`src/rtl/core/spq_pkg.sv`:
```
package spq_pkg;

  typedef struct packed {
    logic [7:0]  dest;
    logic [7:0]  source;
    logic        prio;
    logic [7:0]  kind;
    logic [15:0] tag;
  } payload_t;

  typedef struct packed {
    payload_t    payload;
    logic [31:0] seq;
  } entry_t;

  localparam int unsigned EntryWidth = $bits(entry_t);

  localparam logic CMD_PUSH = 1'b0;
  localparam logic CMD_POP  = 1'b1;

  typedef enum logic [1:0] {
    ST_PUSHED  = 2'd0,
    ST_DROPPED = 2'd1,
    ST_POPPED  = 2'd2,
    ST_EMPTY   = 2'd3
  } status_t;

  typedef enum logic [1:0] {
    S_IDLE = 2'd0,
    S_SCAN = 2'd1,
    S_MOVE = 2'd2,
    S_DONE = 2'd3
  } state_t;

endpackage

```
`src/rtl/core/stable_priority_packet_queue.sv`:
```
// Push, dropped push and pop on an empty queue need no scan. Pop with N stored items:
// one RAM read per stored entry through a single comparator, then the chosen slot is
// refilled with the last entry. In every case the result is registered into the output
// and the next item is taken only once it is loaded there, which waits while the output
// is stalled. Synchronous active-low reset empties the queue and clears the sequence
// counter; the entry RAM itself is not cleared.
module stable_priority_packet_queue #(
  parameter int QUEUE_DEPTH = 16
) (
  input  logic        clk,
  input  logic        rst_n,
  input  logic        in_valid,
  output logic        in_ready,
  input  logic        in_cmd,
  input  logic [15:0] in_packet_tag,
  input  logic [7:0]  in_packet_kind,
  input  logic        in_priority_req,
  input  logic [7:0]  in_source_node,
  input  logic [7:0]  in_dest_node,
  output logic        out_valid,
  input  logic        out_ready,
  output logic [1:0]  out_status,
  output logic [15:0] out_tag,
  output logic [7:0]  out_kind,
  output logic        out_priority,
  output logic [7:0]  out_source,
  output logic [7:0]  out_dest,
  output logic [4:0]  out_occupancy,
  output logic        out_queue_empty
);

  localparam int AW = $clog2(QUEUE_DEPTH);
  localparam int CW = $clog2(QUEUE_DEPTH + 1);

  spq_pkg::state_t   state_r, state_nxt;
  logic [CW-1:0]     count_r, count_nxt;
  logic [31:0]       seq_r, seq_nxt;
  logic [CW-1:0]     rd_idx_r, rd_idx_nxt;
  logic              cmp_vld_r, cmp_vld_nxt;
  logic [AW-1:0]     cmp_idx_r, cmp_idx_nxt;
  spq_pkg::entry_t   best_r, best_nxt;
  logic [AW-1:0]     best_idx_r, best_idx_nxt;
  spq_pkg::entry_t   last_r, last_nxt;
  spq_pkg::status_t  pend_status_r, pend_status_nxt;
  spq_pkg::payload_t pend_payload_r, pend_payload_nxt;
  logic              out_valid_r, out_valid_nxt;
  spq_pkg::status_t  out_status_r, out_status_nxt;
  spq_pkg::payload_t out_payload_r, out_payload_nxt;
  logic [4:0]        out_occ_r, out_occ_nxt;
  logic              out_empty_r, out_empty_nxt;

  logic              ram_we;
  logic [AW-1:0]     ram_waddr;
  spq_pkg::entry_t   ram_wdata;
  logic              ram_re;
  logic [AW-1:0]     ram_raddr;
  logic [spq_pkg::EntryWidth-1:0] ram_rdata;
  spq_pkg::entry_t   rd_entry;
  logic              cand_wins;

  logic              in_fire;
  logic              out_free;
  logic              full;
  logic [AW-1:0]     last_idx;
  logic              scan_last;
  spq_pkg::payload_t in_payload;

  assign in_ready  = (state_r == spq_pkg::S_IDLE);
  assign in_fire   = in_valid && in_ready;
  assign out_free  = !out_valid_r || out_ready;
  assign full      = (count_r == CW'(QUEUE_DEPTH));
  assign last_idx  = AW'(count_r - CW'(1));
  assign scan_last = cmp_vld_r && (cmp_idx_r == last_idx);
  assign rd_entry  = spq_pkg::entry_t'(ram_rdata);

  always_comb begin
    in_payload.tag    = in_packet_tag;
    in_payload.kind   = in_packet_kind;
    in_payload.prio   = in_priority_req;
    in_payload.source = in_source_node;
    in_payload.dest   = in_dest_node;
  end

  spq_ram #(
    .WIDTH(spq_pkg::EntryWidth),
    .DEPTH(QUEUE_DEPTH)
  ) u_ram (
    .clk  (clk),
    .we   (ram_we),
    .waddr(ram_waddr),
    .wdata(ram_wdata),
    .re   (ram_re),
    .raddr(ram_raddr),
    .rdata(ram_rdata)
  );

  spq_rank u_rank (
    .cand    (rd_entry),
    .best    (best_r),
    .outranks(cand_wins)
  );

  always_comb begin
    state_nxt = state_r;
    case (state_r)
      spq_pkg::S_IDLE: begin
        if (in_valid) begin
          if (in_cmd == spq_pkg::CMD_POP && count_r != '0) begin
            state_nxt = spq_pkg::S_SCAN;
          end else begin
            state_nxt = spq_pkg::S_DONE;
          end
        end
      end
      spq_pkg::S_SCAN: begin
        if (scan_last) begin
          state_nxt = spq_pkg::S_MOVE;
        end
      end
      spq_pkg::S_MOVE: begin
        state_nxt = spq_pkg::S_DONE;
      end
      spq_pkg::S_DONE: begin
        if (out_free) begin
          state_nxt = spq_pkg::S_IDLE;
        end
      end
      default: begin
        state_nxt = spq_pkg::S_IDLE;
      end
    endcase
  end

  always_comb begin
    count_nxt        = count_r;
    seq_nxt          = seq_r;
    rd_idx_nxt       = rd_idx_r;
    cmp_vld_nxt      = 1'b0;
    cmp_idx_nxt      = cmp_idx_r;
    best_nxt         = best_r;
    best_idx_nxt     = best_idx_r;
    last_nxt         = last_r;
    pend_status_nxt  = pend_status_r;
    pend_payload_nxt = pend_payload_r;
    out_valid_nxt    = out_valid_r && !out_ready;
    out_status_nxt   = out_status_r;
    out_payload_nxt  = out_payload_r;
    out_occ_nxt      = out_occ_r;
    out_empty_nxt    = out_empty_r;
    ram_we           = 1'b0;
    ram_waddr        = count_r[AW-1:0];
    ram_wdata.payload = in_payload;
    ram_wdata.seq     = seq_r;
    ram_re           = 1'b0;
    ram_raddr        = rd_idx_r[AW-1:0];
    case (state_r)
      spq_pkg::S_IDLE: begin
        rd_idx_nxt       = '0;
        pend_payload_nxt = '0;
        if (in_fire) begin
          if (in_cmd == spq_pkg::CMD_PUSH) begin
            if (full) begin
              pend_status_nxt = spq_pkg::ST_DROPPED;
            end else begin
              ram_we          = 1'b1;
              count_nxt       = count_r + CW'(1);
              seq_nxt         = seq_r + 32'd1;
              pend_status_nxt = spq_pkg::ST_PUSHED;
            end
          end else if (count_r == '0) begin
            pend_status_nxt = spq_pkg::ST_EMPTY;
          end else begin
            pend_status_nxt = spq_pkg::ST_POPPED;
          end
        end
      end
      spq_pkg::S_SCAN: begin
        if (rd_idx_r < count_r) begin
          ram_re      = 1'b1;
          rd_idx_nxt  = rd_idx_r + CW'(1);
          cmp_vld_nxt = 1'b1;
          cmp_idx_nxt = rd_idx_r[AW-1:0];
        end
        if (cmp_vld_r) begin
          if (cmp_idx_r == '0 || cand_wins) begin
            best_nxt     = rd_entry;
            best_idx_nxt = cmp_idx_r;
          end
          if (scan_last) begin
            last_nxt = rd_entry;
          end
        end
      end
      spq_pkg::S_MOVE: begin
        ram_we           = 1'b1;
        ram_waddr        = best_idx_r;
        ram_wdata        = last_r;
        count_nxt        = count_r - CW'(1);
        pend_payload_nxt = best_r.payload;
      end
      spq_pkg::S_DONE: begin
        if (out_free) begin
          out_valid_nxt   = 1'b1;
          out_status_nxt  = pend_status_r;
          out_payload_nxt = pend_payload_r;
          out_occ_nxt     = 5'(count_r);
          out_empty_nxt   = (count_r == '0);
        end
      end
      default: begin
      end
    endcase
  end

  always_ff @(posedge clk) begin
    if (!rst_n) begin
      state_r     <= spq_pkg::S_IDLE;
      count_r     <= '0;
      seq_r       <= '0;
      cmp_vld_r   <= 1'b0;
      out_valid_r <= 1'b0;
    end else begin
      state_r     <= state_nxt;
      count_r     <= count_nxt;
      seq_r       <= seq_nxt;
      cmp_vld_r   <= cmp_vld_nxt;
      out_valid_r <= out_valid_nxt;
    end
  end

  always_ff @(posedge clk) begin
    rd_idx_r       <= rd_idx_nxt;
    cmp_idx_r      <= cmp_idx_nxt;
    best_r         <= best_nxt;
    best_idx_r     <= best_idx_nxt;
    last_r         <= last_nxt;
    pend_status_r  <= pend_status_nxt;
    pend_payload_r <= pend_payload_nxt;
    out_status_r   <= out_status_nxt;
    out_payload_r  <= out_payload_nxt;
    out_occ_r      <= out_occ_nxt;
    out_empty_r    <= out_empty_nxt;
  end

  assign out_valid       = out_valid_r;
  assign out_status      = out_status_r;
  assign out_tag         = out_payload_r.tag;
  assign out_kind        = out_payload_r.kind;
  assign out_priority    = out_payload_r.prio;
  assign out_source      = out_payload_r.source;
  assign out_dest        = out_payload_r.dest;
  assign out_occupancy   = out_occ_r;
  assign out_queue_empty = out_empty_r;

  a_count_bound: assert property (@(posedge clk) disable iff (!rst_n)
    count_r <= CW'(QUEUE_DEPTH))
    else $error("Stored count exceeds the queue depth.");

  a_push_grows: assert property (@(posedge clk) disable iff (!rst_n)
    (in_fire && in_cmd == spq_pkg::CMD_PUSH && !full) |=>
      (count_r == $past(count_r) + CW'(1)) && (seq_r == $past(seq_r) + 32'd1))
    else $error("Accepted push did not advance count and sequence.");

  a_scan_index: assert property (@(posedge clk) disable iff (!rst_n)
    (state_r == spq_pkg::S_SCAN) |-> (rd_idx_r <= count_r))
    else $error("Scan read index ran past the stored count.");

  a_zero_fields: assert property (@(posedge clk) disable iff (!rst_n)
    (out_valid_r && out_status_r != spq_pkg::ST_POPPED) |-> (out_payload_r == '0))
    else $error("Non-pop result carries packet fields.");

  a_pop_shrinks: assert property (@(posedge clk) disable iff (!rst_n)
    (state_r == spq_pkg::S_MOVE) |=> (count_r == $past(count_r) - CW'(1)))
    else $error("Pop did not remove exactly one item.");

endmodule

```
`src/rtl/core/spq_ram.sv`:
```
module spq_ram #(
  parameter int WIDTH = 8,
  parameter int DEPTH = 16
) (
  input  logic                     clk,
  input  logic                     we,
  input  logic [$clog2(DEPTH)-1:0] waddr,
  input  logic [WIDTH-1:0]         wdata,
  input  logic                     re,
  input  logic [$clog2(DEPTH)-1:0] raddr,
  output logic [WIDTH-1:0]         rdata
);

  logic [WIDTH-1:0] mem [DEPTH];

  always_ff @(posedge clk) begin
    if (we) begin
      mem[waddr] <= wdata;
    end
    if (re) begin
      rdata <= mem[raddr];
    end
  end

endmodule

```
`src/rtl/core/spq_rank.sv`:
```
module spq_rank (
  input  spq_pkg::entry_t cand,
  input  spq_pkg::entry_t best,
  output logic            outranks
);

  logic [31:0] seq_diff;

  assign seq_diff = cand.seq - best.seq;

  always_comb begin
    if (cand.payload.prio != best.payload.prio) begin
      outranks = cand.payload.prio;
    end else begin
      outranks = seq_diff[31];
    end
  end

endmodule

```
`config.mk`:
```
export PLATFORM = sky130hd
export DESIGN_NAME = stable_priority_packet_queue
export DESIGN_NICKNAME = d
export VERILOG_FILES = /design/src/rtl/core/spq_pkg.sv /design/src/rtl/core/stable_priority_packet_queue.sv /design/src/rtl/core/spq_ram.sv /design/src/rtl/core/spq_rank.sv
export SDC_FILE = /design/constraint.sdc
export NUM_CORES = 2
export LEC_CHECK = 0
export ABC_AREA = 1
export BUFFER_PORTS_ARGS = -buffer_cell sky130_fd_sc_hd__buf_2
export CAP_MARGIN = 25
export CORE_MARGIN = 5
export CORE_UTILIZATION = 60
export DETAILED_ROUTE_END_ITERATION = 7
export PLACE_DENSITY_LB_ADDON = 0.15
export SLEW_MARGIN = 20
export SYNTH_ARGS = -nofsm -noshare
export SYNTH_HDL_FRONTEND = slang
export SYNTH_SLANG_ARGS = --single-unit
```
`constraint.sdc`:
```
create_clock -name clk -period 8.6 [get_ports clk]
set_input_delay 1.29 -clock clk [delete_from_list [all_inputs] [get_ports clk]]
set_output_delay 1.29 -clock clk [all_outputs]
set_load 0.005 [all_outputs]
```
==> out/results.tsv <==
stage	metric	value	unit
floorplanning	Top Ports	97	
cts	Gates resized, CTS repair	0	
logic_synthesis	flops & latches, synth	1533	
route	drt first pass iters	6	
floorplanning	core area	98600	sq um
critical_path	Startpoint Class	register	
cts	Worst-Skew Late Latency	0.74	ns
global_route	antenna violations before repair	1	
cells_and_area	Synth-to-Final Area Change	11.7	%
timing	final period utilization	0.523	
cts	post-CTS setup buffers	0	
critical_path	critical path type	reg -> reg	
logic_synthesis	Mapped Nets	4347	
critical_path	worst reg2reg endpoint	u_ram.mem[0][1]	
worst_hold_path	Hold WC Path Type	reg -> reg	
placed_design	GP Congestion	0.862	
logic_synthesis	Synth top cells by count	edfxtp_1, nor2_1, nand2_1	
logic_synthesis	post-synthesis sequential area ratio	0.765	
cells_and_area	Final nets	4433	
logic_synthesis	top cells by area, synth	edfxtp_1, nor2_1, nand2_1	
cells_and_area	number of inserted diodes	0	
worst_hold_path	hold path start	pend_payload_r[37]	
critical_path	reg2reg setup slack	4.10	ns
cts	# clock sinks	1533	
floorplanning	FP Rows	115	
route	Via Count	35400	
route	drt drc	0	
timing	# setup viols final	0	
placed_design	DP Worst Slack	3.89	ns
placed_design	Port Buffers	96	
cts	CTS Buf Count	150	
placed_design	Placed Cells	5475	
cts	# hold bufs at CTS	0	
timing	crit path time final	4.50	ns
timing	final hold violations	0	
logic_synthesis	most frequent cell after synthesis	edfxtp_1	
power_and_ir_drop	pwr dens	326	nW/um^2
logic_synthesis	Post-Syn Area	59600	sq um
timing	Setup TNS	0	ns
status	status	finished clean	
timing	max-slew violation count	0	
logic_synthesis	EDFF count, synth	1492	
global_route	GR Overflow Total	0	
cts	root buffer cell	clkbuf_16	
route	routed vias/inst	6.15	
cts	clk slew on worst S/H paths	0.06	ns
logic_synthesis	cells after synthesis	4259	
global_route	largest net degree at the start of global routing	262	
logic_synthesis	post-synth top area share	0.751	
critical_path	Register-to-Register Path Depth	8	
floorplanning	Die ar.	106000	sq um
critical_path	crit end category	register	
power_and_ir_drop	VDD IR-drop max	418	uV
route	final wirelength	141000	microns
critical_path	Crit Path Max Fanout	54	
route	wire per inst	24.5	microns
cts	htree depth	4	
logic_synthesis	Primary FF master, synth	edfxtp_1	
global_route	global-route wire length before repair	210000	microns
route	Post-DRT Antenna Nets	0	
timing	relative slew slack	0.214	
timing	Worst Clk Skew	0.0279	ns
logic_synthesis	Mean Syn Cell Area	14.0	sq um
critical_path	worst path cell trace	inv_1, ha_4, inv_2, or2_2, o21ai_0, nand3_1, nor2_4, buf_4	
global_route	Overall Global Routing Usage	0.261	
critical_path	Crit Reg-Reg Startpoint	state_r[0]	
timing	f_max	222	MHz
logic_synthesis	distinct cell type count after synthesis	47	
critical_path	CP max stage cell	buf_4	
critical_path	slowest stage delay, CP	0.88	ns
timing	RSZ-0062 raised after global routing	no	
worst_hold_path	Hold Path End	out_dest[4]	
power_and_ir_drop	Pleak	22.6	nW
timing	worst setup margin	4.10	ns
logic_synthesis	FFs w/ async S/R, synth	0	
floorplanning	Initial Util	0.605	
logic_synthesis	synth warn	0	
cts	CTS tree	built	
timing	Least-Margin Pin Slew	1.18	ns
cells_and_area	Post-Layout Cell Count	5755	
placed_design	dpl hpwl	74500	microns
cells_and_area	layout cells sized above 1	0.103	
critical_path	Required @ worst endpoint	8.95	ns
global_route	vias in the first global route	33900	
critical_path	crit-path leading delay family	simple AND/OR/NAND/NOR gates	
critical_path	CP Data Arrival Time	4.85	ns
worst_hold_path	Hold Path Depth	0	
floorplanning	chip width	325	microns
logic_synthesis	area leader, netlist	edfxtp_1	
route	Iter 0 DRT Violations	4450	
power_and_ir_drop	total power	21.7	mW
cts	Longest Clk Path Bufs	3	
critical_path	CP Buf/Inv Count	3	
floorplanning	Die Height	325	microns
run	max_cap viols	0	
## through the flow
| stage | utilization | instance area (sq um) | hold slack [ns] |
|---|---|---|---|
| after floorplan | - | 59600 | 0.400 |
| after detailed placement | 0.624 | 61600 | 0.405 |
| after CTS | 0.675 | 66500 | 0.416 |
| after global placement | 0.624 | 61500 | 0.400 |
| final | 0.676 | 66600 | 0.416 |
| after global routing | 0.676 | 66600 | 0.423 |
## sequential cells by signal (all words and copies together), names as in the netlist, 2 cells and up
| signal | count |
|---|---|
| u_ram.mem | 1168 |
| best_r | 73 |
| last_r | 73 |
| u_ram.rdata | 73 |
| pend_payload_r | 41 |
| seq_r | 32 |
| out_tag | 16 |
| out_dest | 8 |
| out_kind | 8 |
| out_source | 8 |
| count_r | 5 |
| out_occupancy | 5 |
| rd_idx_r | 5 |
| best_idx_r | 4 |
| cmp_idx_r | 4 |
| out_status | 2 |
| pend_status_r | 2 |
| state_r | 2 |
## final cells by class
type / instances / area [sq um]
multi-input cells: 2314 / 12500
well taps: 1287 / 1610
repair buffers: 182 / 1290
flip-flops and latches: 1533 / 45600
fillers: 6731 / 32000
inverters: 164 / 631
clock inverters: 95 / 926
clock buffers: 180 / 4000
## metal layers
layer / share of wire / wire length (microns) / GRT usage / vias up
met5: 0 / 0 / 0 / -
met3: 0.078 / 11000 / 0.0427 / 229
met2: 0.48 / 67500 / 0.418 / 1477
li1: - / - / - / 16000
met1: 0.42 / 58900 / 0.378 / 17700
met4: 0.025 / 3560 / 0.0772 / 0
## cell families after synthesis
group	count (synthesis)	synth area share
multiplexers	120	0.0201
adder cells (fa/ha/maj)	42	0.00881
AO/OA/AOI/OAI	718	0.0804
XOR/XNOR	14	0.00206
AND/OR/NAND/NOR	1420	0.0959
flip-flops	1533	0.765
buffers and inverters	412	0.0277
## worst max path at each step
stage	from	slack [ns]	end	cells past startpoint
floorplan	in_valid	1.06	u_ram.mem[3][0]	7
global placement	in_valid	3.91	u_ram.mem[4][59]	8
detailed placement	in_valid	3.89	u_ram.mem[0][70]	8
CTS	state_r[0]	4.07	u_ram.mem[4][53]	8
global route	state_r[0]	3.84	u_ram.mem[0][49]	8
finish	state_r[0]	4.10	u_ram.mem[0][1]	8
## cell usage in the layout (no fill, tap or decap), drive strengths merged, types with 43 or more instances in the layout
cell,synthesis,routed
buf,87,182
o21ai,344,344
edfxtp,1492,1492
inv,162,170
a21oi,43,43
mux2i,120,120
nor2,717,717
clkinv,2,68
nand2,510,510
o32ai,172,172
nand3,154,154
o221ai,120,120
clkbuf,161,180
## power breakdown
part | total (mW) | leakage (nW) | switching (mW) | internal (mW)
combinational | 5.43 | 6.20 | 3.95 | 1.48
clock | 6.55 | 2.42 | 2.73 | 3.81
sequential | 9.76 | 14.0 | 0.244 | 9.52
total | 21.7 | 22.6 | 6.93 | 14.8
Power figures use the tool's default switching activity.
